`config.mk`:
```
export PLATFORM = sky130hd
export DESIGN_NAME = spd_queue
export DESIGN_NICKNAME = d
export VERILOG_FILES = /design/src/rtl/spd_pkg.sv /design/src/rtl/spd_queue.sv
export SDC_FILE = /design/constraint.sdc
export NUM_CORES = 1
export LEC_CHECK = 0
export ABC_AREA = 1
export BUFFER_PORTS_ARGS = -buffer_cell sky130_fd_sc_hd__buf_2
export CAP_MARGIN = 20
export CORE_MARGIN = 3
export CORE_UTILIZATION = 50
export DETAILED_ROUTE_END_ITERATION = 10
export HOLD_SLACK_MARGIN = 0.03
export PLACE_DENSITY = 0.86
export RECOVER_POWER = 100
export SYNTH_ARGS = -nofsm -noshare
export SYNTH_HDL_FRONTEND = slang
export SYNTH_SLANG_ARGS = --single-unit
```
`constraint.sdc`:
```
create_clock -name clk -period 3.2 [get_ports clk]
set_input_delay 0.16 -clock clk [delete_from_list [all_inputs] [get_ports clk]]
set_output_delay 0.16 -clock clk [all_outputs]
set_load 0.05 [all_outputs]
```
`src/rtl/spd_pkg.sv`:
```
// Types, constants and codes of the shortest-path engine.
package spd_pkg;
	localparam int NUM_V = 64;
	localparam int VID_W = 6;
	localparam int DIST_W = 27;
	localparam logic [DIST_W-1:0] UNREACHED = 27'd99999999;
	localparam int MAX_EDGES_DEF = 256;
	localparam int WEIGHT_BITS_DEF = 16;
	localparam int QUEUE_DEPTH = 2;

	localparam logic [1:0] KIND_LOAD  = 2'd0;
	localparam logic [1:0] KIND_QUERY = 2'd1;
	localparam logic [1:0] KIND_CLEAR = 2'd2;

	localparam logic [2:0] ST_OK      = 3'd0;
	localparam logic [2:0] ST_BAD_SRC = 3'd1;
	localparam logic [2:0] ST_BAD_DST = 3'd2;
	localparam logic [2:0] ST_UNREACH = 3'd3;
	localparam logic [2:0] ST_FULL    = 3'd4;

	typedef struct packed {
		logic [1:0]       kind;
		logic [VID_W-1:0] edge_from;
		logic [VID_W-1:0] edge_to;
		logic [15:0]      edge_weight;
		logic [7:0]       edge_label;
		logic [VID_W-1:0] source_vertex;
		logic [VID_W-1:0] target_vertex;
	} in_t;

	typedef struct packed {
		logic [VID_W-1:0]  vertex_id;
		logic [7:0]        via_label;
		logic              has_predecessor;
		logic [DIST_W-1:0] path_distance;
		logic              last_of_path;
		logic [2:0]        status;
	} out_t;

	typedef struct packed {
		logic [1:0]       op;
		logic [VID_W-1:0] efrom;
		logic [VID_W-1:0] eto;
		logic [15:0]      weight;
		logic [7:0]       label;
		logic [VID_W-1:0] src;
		logic [VID_W-1:0] dst;
	} cmd_t;

	typedef struct packed {
		logic [VID_W-1:0] efrom;
		logic [VID_W-1:0] eto;
		logic [15:0]      weight;
		logic [7:0]       label;
	} edge_t;

	typedef struct packed {
		logic              hp;
		logic [VID_W-1:0]  predv;
		logic [7:0]        label;
		logic [DIST_W-1:0] dval;
	} dent_t;

	typedef struct packed {
		logic full;
		logic empty;
	} q_stat_t;
endpackage

```
`src/rtl/spd_queue.sv`:
```
// Short command queue between front and back end.
module spd_queue (
	input  logic             clk,
	input  logic             arst_n,
	input  logic             push,
	input  spd_pkg::cmd_t    wdata,
	input  logic             pop,
	output spd_pkg::cmd_t    rdata,
	output spd_pkg::q_stat_t qstat
);
	localparam int D = spd_pkg::QUEUE_DEPTH;
	localparam int PW = (D > 1) ? $clog2(D) : 1;
	localparam int CW = $clog2(D + 1);

	spd_pkg::cmd_t  slot_q [D];
	logic [PW-1:0]  wp_q, rp_q;
	logic [CW-1:0]  cnt_q;
	logic           do_pop;

	assign do_pop = pop && (cnt_q != '0);
	assign rdata = slot_q[rp_q];
	assign qstat.full = (cnt_q == CW'(D));
	assign qstat.empty = (cnt_q == '0);

	always_ff @(posedge clk) begin
		if (push) slot_q[wp_q] <= wdata;
	end

	always_ff @(posedge clk or negedge arst_n) begin
		if (!arst_n) begin
			wp_q <= '0;
			rp_q <= '0;
			cnt_q <= '0;
		end else begin
			if (push) wp_q <= (wp_q == PW'(D - 1)) ? '0 : wp_q + 1'b1;
			if (do_pop) rp_q <= (rp_q == PW'(D - 1)) ? '0 : rp_q + 1'b1;
			if (push && !do_pop) cnt_q <= cnt_q + 1'b1;
			else if (!push && do_pop) cnt_q <= cnt_q - 1'b1;
		end
	end
endmodule

```
## Yosys cells after proc, flatten, opt, wreduce, memory -nomap -nowiden

Memories as Yosys holds them, arrays and structs flattened.
Index checks and enable logic that the tools add are counted.

| word-level totals | value |
|---|---|
| register bits | 4 |
| word-level logic and storage cells | 23 |
| bits in read-only memories | 0 |
| output and inout port bits | 52 |
| memories | 1 |
| bits in latches | 0 |
| RAM bits | 100 |
| bits of input ports | 54 |

Memory list:

| memory | words | width | read ports | clocked after Yosys merged registers in | wr ports | RTL line | source |
|---|---|---|---|---|---|---|---|
| slot_q | 2 | 50 | 1 | 0 | 1 | spd_queue.sv:15 | `spd_pkg::cmd_t slot_q [D];` |

| cells by class | value |
|---|---|
| shift operators | 0 |
| divide/modulo/power cells | 0 |
| $lt $le $gt $ge | 0 |
| reduce and logical (&&, ||, !) cells | 8 |
| equality and inequality tests | 1 |
| bitwise operators | 0 |
| $add $sub $neg | 4 |
| multipliers | 0 |
| mux-type cells | 6 |

Operator list:

| operator | number |
|---|---|
| 2-to-1 mux 1 bit | 4 |
| 2-to-1 mux 2 bit | 2 |
| nonzero test 2 bit | 2 |
| logical AND 1 bit | 3 |
| adder 1 bit, second input constant | 2 |
| adder 2 x 1 -> 2 bit, second input constant | 1 |
| == test 2 bit, second input constant | 1 |
| zero test 1 bit | 2 |
| zero test 2 bit | 1 |
| subtractor 2 x 1 -> 2 bit, second input constant | 1 |

## Longest topological paths before layout

Gate-level depths: netlist of run 1.

| logic depth | value |
|---|---|
| depth after elaboration | 5 |
| mapped depth | 7 |

## Worst setup path after synthesis of run 1

No wires, ideal clock.

| timing | value |
|---|---|
| kind | register to register |
| from | register wp_q |
| to | memory slot_q[0][0] (netlist bit) (enable) |
| path buffers | 0 |
| library setup time | 0.459 ns |
| required time | 2.741 ns |
| cell stages (with the launch flop) | 2 |
| arrival | 2.508 ns |
| setup slack | 0.233 ns |
| cells stage by stage | dfrtp_1 nor2_1 |

RTL lines:

| element | RTL line | source |
|---|---|---|
| start: declaration | spd_queue.sv:16 | `logic [PW-1:0] wp_q, rp_q;` |
| start signal: assignment | spd_queue.sv:35 | `if (push) wp_q <= (wp_q == PW'(D - 1)) ? '0 : wp_q + 1'b1;` |
| end: declaration | spd_queue.sv:15 |  |

Straight into the memory's write port.

==> results of run 1 <==
## stage by stage
| stage | std cells | total power [W] | utilization | cell area (µm²) | hold WS [ns] |
|---|---|---|---|---|---|
| after floorplan | 289 | 0.00381 | - | 3900 | -0.136 |
| after global placement | 483 | 0.00420 | 0.603 | 4470 | -0.0318 |
| after detailed placement | 483 | 0.00425 | 0.603 | 4470 | -0.0304 |
| after CTS | 551 | 0.00500 | 0.697 | 5160 | 0.0404 |
| after global routing | 552 | 0.00513 | 0.681 | 5040 | 0.0499 |
| final | 552 | 0.00488 | 0.681 | 5040 | 0.0651 |
## layout make-up
type	count	area, µm²	area share
Clock buffer	9	124	0.0246
Clock inverter	7	48.8	0.00968
Inverter	7	33.8	0.00670
Multi-Input combinational cell	167	657	0.130
Sequential cell	104	3100	0.615
Tap cell	99	124	0.0246
Timing Repair Buffer	159	952	0.189
## tightest hold or removal path, delay by kind of cell
family | cells | cell delay [ns]
AND/OR/NAND/NOR | 2 | 0.14
buffers and inverters | 1 | 0.10
## cells in the final DEF, fill, tap and decap left out, types with 2 or more instances in the layout
cell type,count
clkbuf_8,9
nor2_1,2
nand2_1,157
clkbuf_1,95
edfxtp_1,100
dfrtp_1,3
buf_2,9
clkinv_4,2
dlygate4sd3_1,52
inv_1,6
clkbuf_2,2
clkinvlp_4,3
## cells by family after synthesis
family | Yosys count
and+or+nand+nor | 163
adders and majority gates | 1
buffers and inverters | 18
xor gates and xnor gates | 2
DFF | 104
AOI/OAI and AO/OA | 1
## path summary, 6_finish.rpt
| path | endpoint | slack [ns] | cells after the start |
|---|---|---|---|
| worst min register to register | wp_q$_DFFE_PN0P_ | 0.53 | 1 |
| worst max-delay path | rdata[29] | 0.82 | 4 |
| worst max register to register | slot_q[0][44]$_DFFE_PP_ | 1.13 | 2 |
| min in group asynchronous | wp_q$_DFFE_PN0P_ | 0.16 | 2 |
| worst min-delay path | rp_q$_DFFE_PN0P_ | 0.07 | 3 |
| max in group asynchronous | rp_q$_DFFE_PN0P_ | 2.82 | 2 |
## routing by layer
layer / GRT usage / vias up
li1: - / 1279
met1: 0.193 / 1203
met4: 0.0854 / 0
met2: 0.320 / 108
met5: 0 / -
met3: 0.0457 / 15
## report_power, final
group          internal (W)  switching [W]  total (W)
combinational      0.000379        0.00180    0.00218
sequential          0.00181       0.000181    0.00199
clock              0.000281       0.000432   0.000713
total               0.00247        0.00241    0.00488
## registers in the layout, indices dropped and copies added, names as in the netlist
register,cells
slot_q,100
cnt_q,2
wp_q,1
rp_q,1
==> qor.txt, run 1 <==
outcome - finished, final reports clean
f_max - 420 MHz
Post-synth EDFFs - 100
DR DRC count - 0
Ports - 106
Synth Area in XOR/XNOR - 0.00449
dpl ws - 1.31 ns
fill count - 568
flop and latch count out of synthesis - 104
CP arrival - 2.22 ns
Syn Nets - 344
worst hold start - pop
RSZ-0062 raised after global routing - false
Hold Fails Final Rpt - 0
crit-path max FO - 52
Post-CTS Setup Bufs - 0
most numerous cell in the Yosys netlist - nand2_1
vias in the first global route - 2,681
clk_lat worst skew - 0.35 ns
Final min period - 2.38 ns
drt wl/cell - 13.7 µm
ratio of cells with drive above 1 in the final layout - 0.0662
Die Width - 94.3 µm
Static Leakage - 1.97 nW
cell family with most CP delay - buffers and inverters
compound-cell area share of the yosys netlist - 0.00128
Worst R2R Start - wp_q$_DFFE_PN0P_
Post-synth top flop - edfxtp_1
core area - 7410 µm²
Synth top area share - 0.770
CTS Hold Buffers Added - 52
headroom to the max-slew limit - 0.100
most used cell, CP - nand2_1
simple-gate share of the synthesized area - 0.159
slowest CP cell - dfrtp_2
setup ws final - 0.821 ns
DR WL met3 - 420 µm
Worst-Margin Slew - 1.35 ns
Critical Path End Type - primary output
grt ovf - 0
kind of critical path - register to primary output
worst path required time - 3.04 ns
port bufs - 105
CTS tree - done
clock slew seen by the registers of the worst setup and hold paths - 0.10 ns
Initial Utilization - 0.526
Die Y - 94.3 µm
largest net degree at the start of global routing - 53
ranking of synthesized cells by area - edfxtp_1, nand2_1, dfrtp_1
Rows - 31
Mapped Area - 3900 µm²
clock sink total - 104
post-cts resize count - 0
largest family of logic cells by synthesized area - simple AND/OR/NAND/NOR gates
die area - 8900 µm²
worst path buffer plus inverter count - 2
DRT Pass-1 Iters - 4
highest metal used - met4
initial antenna violation count - 0
Starting DRT DRC Count - 104
mux contribution to synthesized area - 0
first-pass GRT wire length - 11,800 µm
met1 wire length - 2990 µm
WL final - 7540 µm
# diodes - 0
htree depth - 3
hold crit path type - input port to register
post-synthesis sequential area ratio - 0.796
CTS buffer count - 9
Mean Syn Cell Area - 13.5 µm²
Overall Global Routing Usage - 0.177
maxcap violations - 0
Vias - 2,605
total negative setup slack - 0 ns
Mapped Cells - 289
critical path's largest stage delay - 0.77 ns
Critical Path Source Type - register
# nets final - 503
routability cong. - 0.715
Post-DRT Antenna Nets - 0
CTS Buffer Depth - 2
placed wire-length estimate - 4400 µm
most frequent cells after synthesis - nand2_1, edfxtp_1, inv_1
crit-path cells - inv_8 -> nand2_1 -> nand2_1 -> clkbuf_1
root buffer cell - clkbuf_8
Final Setup Violations - 0
Avg Vias per Cell - 4.72
Slew Limit Fails - 0
Ys Warns - 0
met2 WL - 3980 µm
Final period util - 0.743
Cell Pwr Density - 968 nW/µm²
Setup Skew - 0.00953 ns
cell taking the most area after synthesis - edfxtp_1
Async SR Flop Fraction - 0.0385
Synth Area in Adders - 0.00321
area grow syn2layout - 29.3%
crit path launch - rp_q$_DFFE_PN0P_
Worst VDD drop - 0.556 mV
distinct cell type count after synthesis - 16
No activity file was read; power rests on OpenSTA's default activity.
==> run 2: changes to the inputs <==
Clock period 3.2 ns to 2.2 ns, I/O delays scaled along.
==> run 2 against run 1 <==
Against the previous run: clock skew up 0.0026 ns; clock power is 56% higher; register-to-register slack got worse by 0.60 ns; count of clock-buffer cells in the layout stayed put; sequential share of layout area decreased by 1.3 points; flip-flop and latch count did not move; core utilization increased by 1.5 points; hold slack improved by 0.070 ns; cell count increased by 0.36%; power rose by 51%; via count increased by 1.5%.
==> qor.txt, run 2 (synthesized netlist as in run 1, its figures left out) <==
area grow syn2layout - 32.1%
highest metal used - met4
Slew Limit Fails - 0 (unchanged)
Final period util - 0.841
routability cong. - 0.688 (-3.8%)
initial antenna violation count - 0 (unchanged)
CTS buffer count - 9 (unchanged)
worst path required time - 2.09 ns (-0.95 ns)
hold crit path type - input port to asynchronous set/reset pin
first-pass GRT wire length - 12,500 µm (+6.1%)
Cell Pwr Density - 1430 nW/µm² (+48%)
post-cts resize count - 0 (unchanged)
CTS Buffer Depth - 2 (unchanged)
Avg Vias per Cell - 4.77 (+1.1%)
met2 WL - 4380 µm (+9.9%)
Static Leakage - 2.15 nW (+9.0%)
Final Setup Violations - 0 (unchanged)
Vias - 2,643 (+1.5%)
headroom to the max-slew limit - 0.452 (+0.352)
vias in the first global route - 2,700 (+0.71%)
largest net degree at the start of global routing - 52 (-1.9%)
biggest regs - slot_q x100, cnt_q x2
Worst-Margin Slew - 0.822 ns (-0.527 ns)
Die Y - 94.3 µm (unchanged)
CP arrival - 1.74 ns (-0.48 ns)
Setup Skew - 0.0122 ns (+0.00262 ns)
Worst VDD drop - 0.848 mV (+52%)
placed wire-length estimate - 4680 µm (+6.2%)
outcome - finished, final reports clean
cell count after placement - 486 (+0.62%)
Critical Path Source Type - register
Final min period - 1.85 ns
most frequent cells in the layout - nand2_1, edfxtp_1, dlygate4sd3_1, clkbuf_2, clkbuf_1
Most flops, register - slot_q
most common cell after layout, fill and taps aside - nand2_1
WL final - 8210 µm (+8.8%)
DR WL met3 - 495 µm (+18%)
total negative setup slack - 0 ns (unchanged)
total power - 0.00736 W (+51%)
Starting DRT DRC Count - 137 (+32%)
root buffer cell - clkbuf_8
maxcap violations - 0 (unchanged)
Die Width - 94.3 µm (unchanged)
Initial Utilization - 0.526 (unchanged)
Non-Filler Instances - 554 (+0.36%)
met1 wire length - 3140 µm (+5.3%)
CTS Hold Buffers Added - 53 (+1.9%)
Critical Path End Type - primary output
drt wl/cell - 14.8 µm (+8.4%)
ratio of cells with drive above 1 in the final layout - 0.178 (+0.112)
Post-CTS Setup Bufs - 0 (unchanged)
f_max - 541 MHz
clock slew seen by the registers of the worst setup and hold paths - 0.08 ns (-0.02 ns)
max reg flops - 100 (unchanged)
die area - 8900 µm² (unchanged)
core area - 7410 µm² (unchanged)
area of the multi-input gates - 654 µm² (-0.38%)
# nets final - 506 (+0.60%)
# diodes - 0 (unchanged)
Hold Fails Final Rpt - 0 (unchanged)
Post-DRT Antenna Nets - 0 (unchanged)
crit-path max FO - 51 (-1.9%)
register area - 3100 µm² (unchanged)
CTS tree - done
kind of critical path - register to primary output
grt ovf - 0 (unchanged)
htree depth - 3 (unchanged)
Min Hold Slack - 0.136 ns (+0.0705 ns)
clk_lat worst skew - 0.36 ns (about the same)
DR DRC count - 0 (unchanged)
Rows - 31 (unchanged)
port bufs - 105 (unchanged)
RSZ-0062 raised after global routing - false
DRT Pass-1 Iters - 4 (unchanged)
fill count - 537 (-5.5%)
Overall Global Routing Usage - 0.191 (+0.0136)
Ports - 106 (unchanged)
clock sink total - 104 (unchanged)
-- run 2: report_power, final --
part	leakage (nW)	total (W)	internal (W)	switching (W)
combinational	1.08	0.00342	0.000697	0.00273
clock	0.0848	0.00111	0.000513	0.000599
sequential	0.985	0.00282	0.00263	0.000187
total	2.15	0.00736	0.00384	0.00351
-- run 2: area by class of cell --
class,count,area share
inverters,7,0.00656
flip-flops and latches,104,0.602
clock inverters,6,0.0119
well taps,99,0.0240
repair buffers,162,0.204
multi-input cells,167,0.127
clock buffers,9,0.0240
-- run 2: through the flow --
stage	setup WS, ns	utilization	instance area [µm²]
after floorplan	0.0612	-	3900
after global placement	0.796	0.608	4500
after detailed placement	0.749	0.608	4500
after CTS	0.363	0.705	5220
after global routing	0.243	0.695	5150
final	0.350	0.695	5150
-- run 2: routing by layer --
layer	track usage	vias up
met5	0	-
met1	0.222	1238
met2	0.336	101
met4	0.0963	0
met3	0.0377	17
li1	-	1287
-- run 2: final timing paths --
| path | start | endpoint | slack (ns) | depth (start not counted) |
|---|---|---|---|---|
| max | rp_q$_DFFE_PN0P_ | rdata[49] | 0.35 | 4 |
| min | arst_n | cnt_q[1]$_DFFE_PN0P_ | 0.14 | 2 |
| max reg2reg | wp_q$_DFFE_PN0P_ | slot_q[1][22]$_DFFE_PP_ | 0.53 | 3 |
| min reg2reg | wp_q$_DFFE_PN0P_ | wp_q$_DFFE_PN0P_ | 0.52 | 1 |
| max in group asynchronous | arst_n | rp_q$_DFFE_PN0P_ | 1.85 | 2 |
| min in group clk | wdata[1] | slot_q[0][1]$_DFFE_PP_ | 0.47 | 2 |
-- run 2: worst max-delay path: stages, from the launching register on --
cell	delay, ns
dfrtp_2	0.58
inv_8	0.29
nand2_1	0.09
nand2_1	0.10
clkbuf_2	0.29
==> run 3: changes to the inputs <==
Settings changed: ABC_AREA 1 to 0, CORE_UTILIZATION 50 to 47, PLACE_DENSITY 0.86 to 0.84.
Clock period 2.2 ns to 1.6 ns, I/O delays scaled along.
==> run 3 against run 2 <==
Against the previous run: the run now ends with negative setup slack left; sequential share of layout area shrank 6.0 points; cell count shrank 18%; power grew 50%; register-to-register slack lost 0.45 ns; clock skew shrank 0.0028 ns; count of clock-buffer cells in the layout is the same; clock power grew 41%; critical endpoint is now rdata[14]; routed wire length shrank 5.2%.
==> qor.txt, run 3 <==
CTS tree - done
clk_lat worst skew - 0.35 ns (about the same)
Worst R2R Start - cnt_q[0]$_DFFE_PN0P_
cell family with most CP delay - flip-flops
Ys Warns - 0 (unchanged)
total power - 0.0110 W (+50%)
outcome - finished with violations
cell taking the most area after synthesis - edfxtp_1
Die Width - 98.8 µm (+4.8%)
flop and latch count out of synthesis - 104 (unchanged)
Critical Path End Type - primary output
worst path required time - 1.52 ns (-0.57 ns)
critical path's largest stage delay - 0.54 ns (-0.04 ns)
Avg Vias per Cell - 4.85 (+1.7%)
worst path buffer plus inverter count - 2 (unchanged)
drt wl/cell - 17.2 µm (+16%)
kind of critical path - register to primary output
CP arrival - 1.57 ns (-0.17 ns)
Post-DRT Antenna Nets - 0 (unchanged)
most numerous cell in the Yosys netlist - edfxtp_1
Reg2Reg Depth - 4 (+1)
first-pass GRT wire length - 12,200 µm (-3.0%)
Min Hold Slack - 0.118 ns (-0.0176 ns)
# diodes - 0 (unchanged)
crit-path max FO - 25 (-51%)
Post-synth EDFFs - 100 (unchanged)
Final period util - 1.03
CTS buffer count - 9 (unchanged)
ratio of cells with drive above 1 in the final layout - 0.398 (+0.220)
Mapped Area - 4050 µm² (+3.8%)
most frequent cells after synthesis - edfxtp_1, mux2_4, buf_12
DR DRC count - 0 (unchanged)
vias in the first global route - 2,383 (-12%)
Overall Global Routing Usage - 0.164 (-0.0267)
most common cell after layout, fill and taps aside - edfxtp_1
Slew Limit Fails - 0 (unchanged)
CTS Buffer Depth - 2 (unchanged)
Async SR Flop Fraction - 0.0385 (unchanged)
register area - 3110 µm² (about the same)
Syn Nets - 227 (-34%)
Static Leakage - 2.23 nW (+3.7%)
Vias - 2,192 (-17%)
Mean Syn Cell Area - 23.5 µm² (+74%)
Most flops, register - slot_q
maxcap violations - 0 (unchanged)
Setup Skew - 0.00940 ns (-0.00276 ns)
worst r2r dst - cnt_q[1]$_DFFE_PN0P_
R2R setup slack - 0.08 ns (-0.45 ns)
fill count - 569 (+6.0%)
Ports - 106 (unchanged)
root buffer cell - clkbuf_8
Cell Pwr Density - 1920 nW/µm² (+35%)
biggest regs - slot_q x100, cnt_q x2
Post-synth top flop - edfxtp_1
core area - 8300 µm² (+12%)
die area - 9760 µm² (+9.8%)
WL final - 7780 µm (-5.2%)
slowest CP cell - dfrtp_4
area of the multi-input gates - 847 µm² (+29%)
setup ws final - -0.0521 ns (-0.402 ns)
grt ovf - 0 (unchanged)
post-synthesis sequential area ratio - 0.766 (-0.0293)
initial antenna violation count - 0 (unchanged)
DRT Pass-1 Iters - 4 (unchanged)
cell area after layout - 5730 µm² (+11%)
Final Setup Violations - 50 (+50)
RSZ-0062 raised after global routing - true
post-placement cell area - 4690 µm² (+4.1%)
port bufs - 105 (unchanged)
f_max - 605 MHz
largest net degree at the start of global routing - 30 (-42%)
most frequent cells in the layout - edfxtp_1, dlygate4sd3_1, mux2_4, buf_6, clkbuf_1
Worst-Margin Slew - 0.282 ns (-0.539 ns)
ranking of synthesized cells by area - edfxtp_1, mux2_4, buf_12
Hold Fails Final Rpt - 0 (unchanged)
placed wire-length estimate - 4450 µm (-4.9%)
max reg flops - 100 (unchanged)
Mapped Cells - 172 (-40%)
Worst VDD drop - 1.09 mV (+28%)
# nets final - 397 (-22%)
failing checks - negative setup slack
hold crit path type - input port to asynchronous set/reset pin
htree depth - 3 (unchanged)
Critical Path Source Type - register
Rows - 33 (+6.5%)
distinct cell type count after synthesis - 13 (-3)
area grow syn2layout - 41.4%
clock slew seen by the registers of the worst setup and hold paths - 0.09 ns (about the same)
Final min period - 1.65 ns
Initial Utilization - 0.488 (-0.0386)
Synth top area share - 0.742 (-0.0283)
crit-path cells - buf_12 -> mux2_4 -> buf_6
routability cong. - 0.695 (+1.1%)
Die Y - 98.8 µm (+4.8%)
headroom to the max-slew limit - 0.812 (+0.360)
Starting DRT DRC Count - 87 (-36%)
clock sink total - 104 (unchanged)
-- run 3: changes by cell type after synthesis, sizes merged --
cell and change:
nand2 -157, mux2 +50, inv -7, buf -5
nor2b +2, xor2 +2, and2 +1, nand3 -1
nand3b -1, nand4 -1, nor2 -1, xnor2 +1
-- run 3: cell families (layout without fill, tap and decap cells) --
family	count (synthesis)	in the layout	share of synthesized area
AO/OA/AOI/OAI	1	1	0.00123
XOR/XNOR	5	5	0.0108
adder cells (fa/ha/maj)	1	1	0.00309
buffers and inverters	6	181	0.0275
flip-flops	104	104	0.766
multiplexers	50	50	0.184
AND/OR/NAND/NOR	5	5	0.00649
-- run 3: power breakdown --
group	internal [W]	switching, W
combinational	0.00236	0.00324
sequential	0.00362	0.000220
clock	0.000724	0.000843
-- run 3: how the worst max path moves through the flow --
stage | startpoint | endpoint | slack [ns] | cells past startpoint
final | rp_q$_DFFE_PN0P_ | rdata[14] | -0.05 | 3
after global placement | rp_q$_DFFE_PN0P_ | rdata[14] | 0.15 | 3
after global routing | rp_q$_DFFE_PN0P_ | rdata[14] | -0.1 | 3
after floorplan | wp_q$_DFFE_PN0P_ | slot_q[0][0]$_DFFE_PP_ | 0.01 | 1
after detailed placement | rp_q$_DFFE_PN0P_ | rdata[14] | 0.12 | 3
after CTS | rp_q$_DFFE_PN0P_ | rdata[28] | -0.07 | 3
-- run 3: layer usage --
metal | vias up | wire (µm) | track usage
li1 | 1011 | - | -
met1 | 1090 | 2850 | 0.185
met2 | 81 | 4410 | 0.299
met3 | 10 | 413 | 0.0354
met4 | 0 | 102 | 0.0704
met5 | - | 0 | 0
-- run 3: cell type report --
cell class	count	share of cell area
clock buffer	9	0.0216
clock inverter	7	0.0120
multi-input combinational	62	0.148
sequential	104	0.543
tap	105	0.0229
timing repair buffer	165	0.253
-- run 3: timing repair --
action | in CTS | in global routing
resized for setup | 103 | 3
setup endpoints to repair | 50 | 50
gates cloned | 0 | 1
endpoints found under the hold margin | 105 | 0
setup buffers | 0 | 0
hold buffers | 53 | 0
-- run 3: per-stage QoR --
step                cells  worst slack (ns)  utilization  TNS [ns]
floorplan             172            0.0112            -         0
global placement      382             0.145        0.565         0
detailed placement    382             0.121        0.565         0
CTS                   451           -0.0674        0.691     -1.61
global route          452           -0.0984        0.690     -3.86
finish                452           -0.0521        0.690     -1.72
